**src/sitrd_pkg.sv**
```systemverilog
// ----------------------------------------------------------------------------
// sitrd_pkg
// Shared types, constants and helpers for the signed integer to radix digits
// unit: field widths, register indexes, sequencer states, alphabet lookup.
// ----------------------------------------------------------------------------
`default_nettype none

package sitrd_pkg;

   // default largest radix
   localparam int MAX_RADIX_DEF = 16;

   // field widths
   localparam int VALUE_W  = 32;
   localparam int CHAR_W   = 8;
   localparam int LEN_W    = 5;
   localparam int CFG_W    = 64;
   localparam int ADDR_W   = 5;
   localparam int ALPHA_N  = 16;
   localparam int ALPHA_IW = 4;

   // quotient bits produced by the divider per cycle
   localparam int DIV_BITS  = 8;
   localparam int DIV_STEPS = VALUE_W / DIV_BITS;

   // digit stack depth and counter width
   localparam int STACK_N  = 32;
   localparam int STACK_IW = 5;
   localparam int COUNT_W  = 6;

   // register indexes
   localparam logic [1:0] REG_BASE_LENGTH = 2'd0;
   localparam logic [1:0] REG_DIGITS_LOW  = 2'd1;
   localparam logic [1:0] REG_DIGITS_HIGH = 2'd2;

   // characters with special meaning
   localparam logic [CHAR_W-1:0] CHAR_PLUS  = 8'h2B;
   localparam logic [CHAR_W-1:0] CHAR_MINUS = 8'h2D;
   localparam logic [CHAR_W-1:0] CHAR_TAB   = 8'd9;
   localparam logic [CHAR_W-1:0] CHAR_CR    = 8'd13;
   localparam logic [CHAR_W-1:0] CHAR_SPACE = 8'd32;

   // sequencer states
   typedef enum logic [2:0] {
      ST_IDLE,
      ST_CHECK,
      ST_DIVIDE,
      ST_SIGN,
      ST_EMIT
   } state_type;

   // one character of the alphabet from the two packed words
   function automatic logic [CHAR_W-1:0] alpha_char(
      input logic [CFG_W-1:0]    lo_word,
      input logic [CFG_W-1:0]    hi_word,
      input logic [ALPHA_IW-1:0] idx
   );
      logic [2:0] sel;
      sel = idx[2:0];
      if (idx[3]) begin
         return hi_word[sel*CHAR_W +: CHAR_W];
      end
      return lo_word[sel*CHAR_W +: CHAR_W];
   endfunction

   // character that may not appear in an alphabet
   function automatic logic char_is_bad(input logic [CHAR_W-1:0] c);
      return (c == '0) || (c == CHAR_PLUS) || (c == CHAR_MINUS) ||
             ((c >= CHAR_TAB) && (c <= CHAR_CR)) || (c == CHAR_SPACE);
   endfunction

endpackage

`default_nettype wire

```
**src/sitrd_div_step.sv**
```systemverilog
// ----------------------------------------------------------------------------
// sitrd_div_step
// One step of the shared divider: takes the running remainder and the next
// slice of dividend bits and yields that slice of quotient bits.
// ----------------------------------------------------------------------------
`default_nettype none

module sitrd_div_step #(
   parameter int DIGIT_W = 4
) (
   input  wire logic [DIGIT_W-1:0]            rem_in,
   input  wire logic [sitrd_pkg::DIV_BITS-1:0] bits_in,
   input  wire logic [sitrd_pkg::LEN_W-1:0]   divisor,
   output      logic [DIGIT_W-1:0]            rem_out,
   output      logic [sitrd_pkg::DIV_BITS-1:0] quot_out
);
   import sitrd_pkg::*;

   // restoring division, msb first, remainder stays below the divisor
   always_comb begin
      logic [DIGIT_W-1:0] r;
      logic [DIGIT_W:0]   t;
      logic [LEN_W-1:0]   t_ext;
      r = rem_in;
      quot_out = '0;
      for (int k = DIV_BITS - 1; k >= 0; k--) begin
         t = {r, bits_in[k]};
         t_ext = LEN_W'(t);
         if (t_ext >= divisor) begin
            quot_out[k] = 1'b1;
            r = DIGIT_W'(t_ext - divisor);
         end else begin
            r = DIGIT_W'(t);
         end
      end
      rem_out = r;
   end

endmodule

`default_nettype wire

```
**src/signed_integer_to_radix_digits_unit.sv**
```systemverilog
// ----------------------------------------------------------------------------
// signed_integer_to_radix_digits_unit
// Converts a signed 32-bit word to its text in a programmable base.
// ----------------------------------------------------------------------------
// Usage:
//   req channel: one signed 32-bit value per word, taken only while idle.
//   rsp channel: one character per word, most significant digit first, a
//   leading '-' for negatives, tlast on the final character.
//   csr port: base_length at 0x00, digits_low_word at 0x08, digits_high_word
//   at 0x10. Program while idle. A bad alphabet drops the value silently.
// Steps per value: the value is accepted, the alphabet is checked (one
//   character against all later ones per cycle), each digit is divided
//   out in the shared divider (8 quotient bits per cycle), then the
//   characters go out, the sign first and the digits from the digit stack.
// The divider and the digit stack are the only arithmetic resources; the
// next value is taken once the last character sits in the output register.
// Reset clears the registers to zero and empties the output register.
// A stalled receiver holds the output register; the sequencer waits.
// ----------------------------------------------------------------------------
`default_nettype none

module signed_integer_to_radix_digits_unit #(
   parameter int MAX_RADIX = sitrd_pkg::MAX_RADIX_DEF
) (
   input  wire logic                          clock,
   input  wire logic                          reset,
   // value word: [31:0] value
   input  wire logic                          req_tvalid,
   output      logic                          req_tready,
   input  wire logic [sitrd_pkg::VALUE_W-1:0] req_tdata,
   // character word: [7:0] out_char; tlast carries last_char
   output      logic                          rsp_tvalid,
   input  wire logic                          rsp_tready,
   output      logic [sitrd_pkg::CHAR_W-1:0]  rsp_tdata,
   output      logic                          rsp_tlast,
   // register port
   input  wire logic                          csr_psel,
   input  wire logic                          csr_penable,
   input  wire logic                          csr_pwrite,
   input  wire logic [sitrd_pkg::ADDR_W-1:0]  csr_paddr,
   input  wire logic [sitrd_pkg::CFG_W-1:0]   csr_pwdata,
   output      logic [sitrd_pkg::CFG_W-1:0]   csr_prdata,
   output      logic                          csr_pready
);
   import sitrd_pkg::*;

   localparam int DIGIT_W = (MAX_RADIX > 2) ? $clog2(MAX_RADIX) : 1;
   localparam logic [LEN_W-1:0] MAX_LEN = LEN_W'(MAX_RADIX);

   // configuration registers
   logic [LEN_W-1:0] base_length_ff;
   logic [CFG_W-1:0] digits_low_ff;
   logic [CFG_W-1:0] digits_high_ff;

   // sequencer registers
   state_type              state_ff, state_in;
   logic [ALPHA_IW-1:0]    chk_idx_ff, chk_idx_in;
   logic [VALUE_W-1:0]     work_ff, work_in;
   logic [DIGIT_W-1:0]     rem_ff, rem_in;
   logic [1:0]             step_ff, step_in;
   logic                   neg_ff, neg_in;
   logic [COUNT_W-1:0]     count_ff, count_in;
   logic [DIGIT_W-1:0]     stack_ff [STACK_N];
   logic                   push;

   // output register
   logic                   out_valid_ff, out_valid_in;
   logic [CHAR_W-1:0]      out_char_ff, out_char_in;
   logic                   out_last_ff, out_last_in;

   // register port
   logic             csr_write;
   logic [1:0]       csr_index;
   assign csr_pready = 1'b1;
   assign csr_write  = csr_psel && csr_penable && csr_pwrite;
   assign csr_index  = csr_paddr[ADDR_W-1:ADDR_W-2];

   always_ff @(posedge clock) begin
      if (reset) begin
         base_length_ff <= '0;
         digits_low_ff  <= '0;
         digits_high_ff <= '0;
      end else if (csr_write) begin
         case (csr_index)
            REG_BASE_LENGTH: base_length_ff <= csr_pwdata[LEN_W-1:0];
            REG_DIGITS_LOW:  digits_low_ff  <= csr_pwdata;
            REG_DIGITS_HIGH: digits_high_ff <= csr_pwdata;
            default: ;
         endcase
      end
   end

   always_comb begin
      case (csr_index)
         REG_BASE_LENGTH: csr_prdata = CFG_W'(base_length_ff);
         REG_DIGITS_LOW:  csr_prdata = digits_low_ff;
         REG_DIGITS_HIGH: csr_prdata = digits_high_ff;
         default:         csr_prdata = '0;
      endcase
   end

   // shared divider step on the top slice of the working word
   logic [DIGIT_W-1:0]  div_rem;
   logic [DIV_BITS-1:0] div_quot;

   sitrd_div_step #(
      .DIGIT_W (DIGIT_W)
   ) u_div_step (
      .rem_in   (rem_ff),
      .bits_in  (work_ff[VALUE_W-1 -: DIV_BITS]),
      .divisor  (base_length_ff),
      .rem_out  (div_rem),
      .quot_out (div_quot)
   );

   // alphabet check of the current character against all later used ones
   logic [CHAR_W-1:0] chk_char;
   logic              chk_fail;
   always_comb begin
      chk_char = alpha_char(digits_low_ff, digits_high_ff, chk_idx_ff);
      chk_fail = char_is_bad(chk_char);
      for (int j = 0; j < ALPHA_N; j++) begin
         if ((ALPHA_IW'(j) > chk_idx_ff) && (LEN_W'(j) < base_length_ff) &&
             (alpha_char(digits_low_ff, digits_high_ff, ALPHA_IW'(j)) == chk_char)) begin
            chk_fail = 1'b1;
         end
      end
   end

   // digit at the top of the stack
   logic [COUNT_W-1:0] top_pos;
   logic [CHAR_W-1:0]  top_char;
   assign top_pos  = count_ff - COUNT_W'(1);
   assign top_char = alpha_char(digits_low_ff, digits_high_ff,
                                ALPHA_IW'(stack_ff[top_pos[STACK_IW-1:0]]));

   // sequencer
   logic slot_free;
   logic len_ok;
   assign slot_free = !out_valid_ff || rsp_tready;
   assign len_ok    = (base_length_ff >= LEN_W'(2)) && (base_length_ff <= MAX_LEN);

   always_comb begin
      state_in     = state_ff;
      chk_idx_in   = chk_idx_ff;
      work_in      = work_ff;
      rem_in       = rem_ff;
      step_in      = step_ff;
      neg_in       = neg_ff;
      count_in     = count_ff;
      push         = 1'b0;
      out_valid_in = out_valid_ff && !rsp_tready;
      out_char_in  = out_char_ff;
      out_last_in  = out_last_ff;
      req_tready   = 1'b0;

      case (state_ff)
         ST_IDLE: begin
            req_tready = 1'b1;
            if (req_tvalid) begin
               neg_in     = req_tdata[VALUE_W-1];
               work_in    = req_tdata[VALUE_W-1] ? (VALUE_W'(0) - req_tdata) : req_tdata;
               chk_idx_in = '0;
               rem_in     = '0;
               step_in    = '0;
               count_in   = '0;
               if (len_ok) begin
                  state_in = ST_CHECK;
               end
            end
         end
         ST_CHECK: begin
            if (chk_fail) begin
               state_in = ST_IDLE;
            end else if (LEN_W'(chk_idx_ff) == base_length_ff - LEN_W'(1)) begin
               state_in = ST_DIVIDE;
            end else begin
               chk_idx_in = chk_idx_ff + ALPHA_IW'(1);
            end
         end
         ST_DIVIDE: begin
            work_in = {work_ff[VALUE_W-DIV_BITS-1:0], div_quot};
            rem_in  = div_rem;
            step_in = step_ff + 2'd1;
            if (step_ff == 2'(DIV_STEPS - 1)) begin
               push     = 1'b1;
               rem_in   = '0;
               step_in  = '0;
               count_in = count_ff + COUNT_W'(1);
               if ((work_in == '0) || (count_in == COUNT_W'(STACK_N))) begin
                  state_in = neg_ff ? ST_SIGN : ST_EMIT;
               end
            end
         end
         ST_SIGN: begin
            if (slot_free) begin
               out_valid_in = 1'b1;
               out_char_in  = CHAR_MINUS;
               out_last_in  = 1'b0;
               state_in     = ST_EMIT;
            end
         end
         ST_EMIT: begin
            if (slot_free) begin
               out_valid_in = 1'b1;
               out_char_in  = top_char;
               out_last_in  = (count_ff == COUNT_W'(1));
               count_in     = top_pos;
               if (count_ff == COUNT_W'(1)) begin
                  state_in = ST_IDLE;
               end
            end
         end
         default: begin
            state_in = ST_IDLE;
         end
      endcase
   end

   // control registers
   always_ff @(posedge clock) begin
      if (reset) begin
         state_ff     <= ST_IDLE;
         out_valid_ff <= 1'b0;
         count_ff     <= '0;
         step_ff      <= '0;
      end else begin
         state_ff     <= state_in;
         out_valid_ff <= out_valid_in;
         count_ff     <= count_in;
         step_ff      <= step_in;
      end
   end

   // payload registers
   always_ff @(posedge clock) begin
      chk_idx_ff  <= chk_idx_in;
      work_ff     <= work_in;
      rem_ff      <= rem_in;
      neg_ff      <= neg_in;
      out_char_ff <= out_char_in;
      out_last_ff <= out_last_in;
   end

   // digit stack, least significant digit pushed first
   always_ff @(posedge clock) begin
      if (push) begin
         stack_ff[count_ff[STACK_IW-1:0]] <= div_rem;
      end
   end

   assign rsp_tvalid = out_valid_ff;
   assign rsp_tdata  = out_char_ff;
   assign rsp_tlast  = out_last_ff;

endmodule

`default_nettype wire

```
**config.mk**
```make
export PLATFORM = sky130hd
export DESIGN_NAME = signed_integer_to_radix_digits_unit
export DESIGN_NICKNAME = d
export VERILOG_FILES = /design/src/sitrd_pkg.sv /design/src/sitrd_div_step.sv /design/src/signed_integer_to_radix_digits_unit.sv
export SDC_FILE = /design/constraint.sdc
export NUM_CORES = 1
export LEC_CHECK = 0
export ABC_AREA = 0
export BUFFER_PORTS_ARGS = -buffer_cell sky130_fd_sc_hd__buf_2
export CAP_MARGIN = 20
export CORE_ASPECT_RATIO = 1.1
export CORE_MARGIN = 4
export CORE_UTILIZATION = 45
export CTS_BUF_LIST = sky130_fd_sc_hd__clkbuf_4
export DETAILED_ROUTE_END_ITERATION = 12
export GPL_TIMING_DRIVEN = 0
export SETUP_SLACK_MARGIN = 0.15
export SYNTH_ARGS = -nofsm -noshare
export SYNTH_HDL_FRONTEND = slang
export SYNTH_SLANG_ARGS = --single-unit
```
**constraint.sdc**
```tcl
create_clock -name clock -period 15.8 [get_ports clock]
set_input_delay 2.37 -clock clock [delete_from_list [all_inputs] [get_ports clock]]
set_output_delay 2.37 -clock clock [all_outputs]
set_load 0.01 [all_outputs]
```
==> reports/summary.json <==
{
  "ys_types": {"value": 95},
  "clk_path_buf_depth": {"value": 3},
  "cts_htree_levels": {"value": 3},
  "rsz0062_at_grt": {"value": "no"},
  "dieHeight": {"value": 235, "unit": "um"},
  "finalWeightedCongestion": {"value": 1.04},
  "rrSetupSlack": {"value": 1.39, "unit": "ns"},
  "critical-path-top-cell-by-count": {"value": "o21ai_0"},
  "detailed_place.area": {"value": 22800, "unit": "um2"},
  "max_ir_drop_vdd": {"value": 778, "unit": "uV"},
  "fin_util": {"value": 0.523},
  "drive_gt1_frac": {"value": 0.194},
  "worst_setup_hold_path_clk_slew": {"value": 0.06, "unit": "ns"},
  "yosys.cell_count.top_type": {"value": "nand2_1"},
  "place_inst": {"value": 3022},
  "worst_clock_skew": {"value": 0.0715, "unit": "ns"},
  "antenna_nets_post_route": {"value": 0},
  "die_w": {"value": 214, "unit": "um"},
  "final-hold-violation-count": {"value": 0},
  "nFillCells": {"value": 4383},
  "reg2reg_depth": {"value": 79},
  "drt_first_iter_violations": {"value": 1928},
  "synthesis.yosys.warnings": {"value": 0},
  "critical_path.max_fanout": {"value": 12},
  "worst_hold_check_path_type": {"value": "reg2reg"},
  "numCtsBuffers": {"value": 83},
  "grt_overflow_total": {"value": 0},
  "max-slew-margin-rel": {"value": 0.197},
  "critical_path.reg2reg.startpoint": {"value": "base_length_ff[4]"},
  "postRouteWirelength": {"value": 93100, "unit": "um"},
  "antenna_found_initial": {"value": 8},
  "top_achievable_clock_speed": {"value": 69.4, "unit": "MHz"},
  "area.growth.synth_to_final": {"value": 13.9, "unit": "%"},
  "setup.worst_path.class": {"value": "reg2reg"},
  "syn-num-nets": {"value": 2417},
  "number_of_global_route_vias_before_repair": {"value": 19300},
  "crit_required": {"value": 16.52, "unit": "ns"},
  "setup_viol": {"value": 0},
  "synth.ff_latch_count": {"value": 323},
  "mapped_area": {"value": 21100, "unit": "um2"},
  "cts_hold_buf": {"value": 0},
  "synth_area_leader_cell": {"value": "edfxtp_1"},
  "grt_max_degree": {"value": 34},
  "finish.cell_count_without_fillers": {"value": 3181},
  "synth_top_cells_by_count": {"value": "nand2_1, a21oi_1, edfxtp_1"},
  "crit_path_start_kind": {"value": "flop"},
  "detail_route.wl_per_cell": {"value": 29.3, "unit": "um"},
  "power_density": {"value": 289, "unit": "nW/um2"},
  "end_kind": {"value": "flop"},
  "grt_first_pass_wirelength": {"value": 132000, "unit": "um"},
  "synth-edff-count": {"value": 178},
  "die_footprint": {"value": 50400, "unit": "um2"},
  "core_outline_area": {"value": 46000, "unit": "um2"},
  "maxCapViolations": {"value": 0},
  "via_density": {"value": 6.30},
  "floorplan.rows": {"value": 82},
  "design_area": {"value": 24000, "unit": "um2"},
  "post-synth-top-area-fraction": {"value": 0.253},
  "tns": {"value": 0, "unit": "ns"},
  "seq_total_area_yosys": {"value": 0.391},
  "layout_min_cycle_time": {"value": 14.41, "unit": "ns"},
  "crit-reg2reg-capture": {"value": "state_ff[0]"},
  "grt_use_total": {"value": 0.355},
  "clock_tree_from_tritoncts": {"value": "done"},
  "total_leakage_power": {"value": 8.83, "unit": "nW"},
  "clkSinkCount": {"value": 323},
  "post-dp-hpwl": {"value": 71000, "unit": "um"},
  "gate_count_post_synth": {"value": 2249},
  "timing.final.ws_setup": {"value": 1.39, "unit": "ns"},
  "initial_core_util": {"value": 0.459},
  "critical_path.slowest_cell": {"value": "or4_1"},
  "ys_top_cells_by_area": {"value": "edfxtp_1, dfxtp_1, nand2_1, mux4_2, a21oi_1"},
  "synthFlopType": {"value": "edfxtp_1"},
  "num-nets-final": {"value": 2693},
  "timing.critical_path.slowest_cell_delay": {"value": 0.51, "unit": "ns"},
  "crit_path_start": {"value": "base_length_ff[4]"},
  "detail_route.first_pass.iterations": {"value": 8},
  "design.portCount": {"value": 184},
  "timing.final.max_slew_violations": {"value": 0},
  "postSynthAreaPerCell": {"value": 9.38, "unit": "um2"},
  "whs_path_depth": {"value": 2},
  "cp.arrival": {"value": 15.13, "unit": "ns"},
  "post-route-period-util": {"value": 0.912},
  "timing_worst_slew_pin_value": {"value": 1.20, "unit": "ns"},
  "port_buffers": {"value": 178},
  "run_status": {"value": "complete, no violations"},
  "worstSkewPairLatency": {"value": 0.84, "unit": "ns"},
  "detailroute.via_count": {"value": 20000},
  "asyncSetResetFlopFracSynth": {"value": 0},
  "detail_route.drc_violations": {"value": 0},
  "cp-endpoint": {"value": "state_ff[0]"},
  "detailedPlace.worstSlack": {"value": -1.67, "unit": "ns"},
  "ctsRootBufferMaster": {"value": "clkbuf_4"}
}
## repair_timing
action / in CTS / in global routing
setup endpoints to repair: 136 / 136
hold endpoints to repair: 0 / 0
gates resized for setup: 14 / 27
buffers inserted: 1 / 2
pin swaps: 0 / 4
## flip-flops by register name, indices dropped and copies added, names as in the netlist
signal,cells
base_length_ff,5
chk_idx_ff,4
count_ff,6
digits_high_ff,64
digits_low_ff,64
neg_ff,1
rem_ff,4
rsp_tdata,8
rsp_tlast,1
rsp_tvalid,1
stack_ff,128
state_ff,3
step_ff,2
work_ff,32
## per-stage QoR
step	total power, mW	hold slack (ns)
6_report	6.95	0.499
5_1_grt	7.25	0.544
3_3_place_gp	5.63	0.458
3_5_place_dp	6.08	0.481
4_1_cts	6.85	0.499
2_1_floorplan	4.98	0.452
## per-layer routing
layer | vias up | part of all wire | global-route usage
met5 | - | 0.00075 | 0
met4 | 10 | 0.067 | 0.189
met3 | 317 | 0.077 | 0.0772
met2 | 1079 | 0.48 | 0.602
met1 | 9828 | 0.38 | 0.423
li1 | 8807 | - | -
## layout make-up
type,count,area (um2),area share
Clock inverter,28,151,0.00630
Tap cell,588,736,0.0306
Clock buffer,123,923,0.0384
Buffer,174,801,0.0333
Sequential cell,323,8250,0.343
Multi-Input combinational cell,1700,11900,0.497
Inverter,52,199,0.00827
Timing Repair Buffer,191,1030,0.0430
Antenna cell,2,5.00,0.000208
## how the worst min path moves through the flow
stage / startpoint / endpoint
floorplan: step_ff[1] / step_ff[1]
global placement: step_ff[1] / step_ff[1]
detailed placement: step_ff[1] / step_ff[1]
CTS: step_ff[1] / step_ff[1]
global route: step_ff[1] / step_ff[1]
finish: step_ff[1] / step_ff[1]
## critical path, delay by kind of cell, from the launching register on
family          cells  cell delay (ns)
simple gates       21             2.97
fa+ha+maj           8             2.39
buf+inv            16             3.12
flops               1             0.39
compound gates     34             5.35
## report_power, final
part / total, mW / switching (mW) / internal, mW
clock: 0.733 / 0.370 / 0.363
combinational: 3.69 / 2.64 / 1.05
sequential: 2.52 / 0.0196 / 2.50
## logic make-up after synthesis
| family | share of synthesized area |
|---|---|
| xor+xnor | 0.0764 |
| mux | 0.120 |
| buf+inv | 0.0466 |
| other cells | 0.000178 |
| flops | 0.391 |
| simple gates | 0.155 |
| fa+ha+maj | 0.0384 |
| compound gates | 0.173 |
## cell usage in the layout (no fill, tap or decap), drive strengths merged, types with 54 or more instances in the layout
master | synthesis | layout
buf | 52 | 244
xnor2 | 82 | 82
o21ai | 113 | 113
clkbuf | 122 | 244
a21oi | 189 | 189
nand2 | 386 | 386
dfxtp | 145 | 145
inv | 51 | 54
mux2i | 91 | 91
nor2 | 105 | 105
a22o | 68 | 68
edfxtp | 178 | 178
xor2 | 102 | 102
No activity file was read; power rests on OpenSTA's default activity.
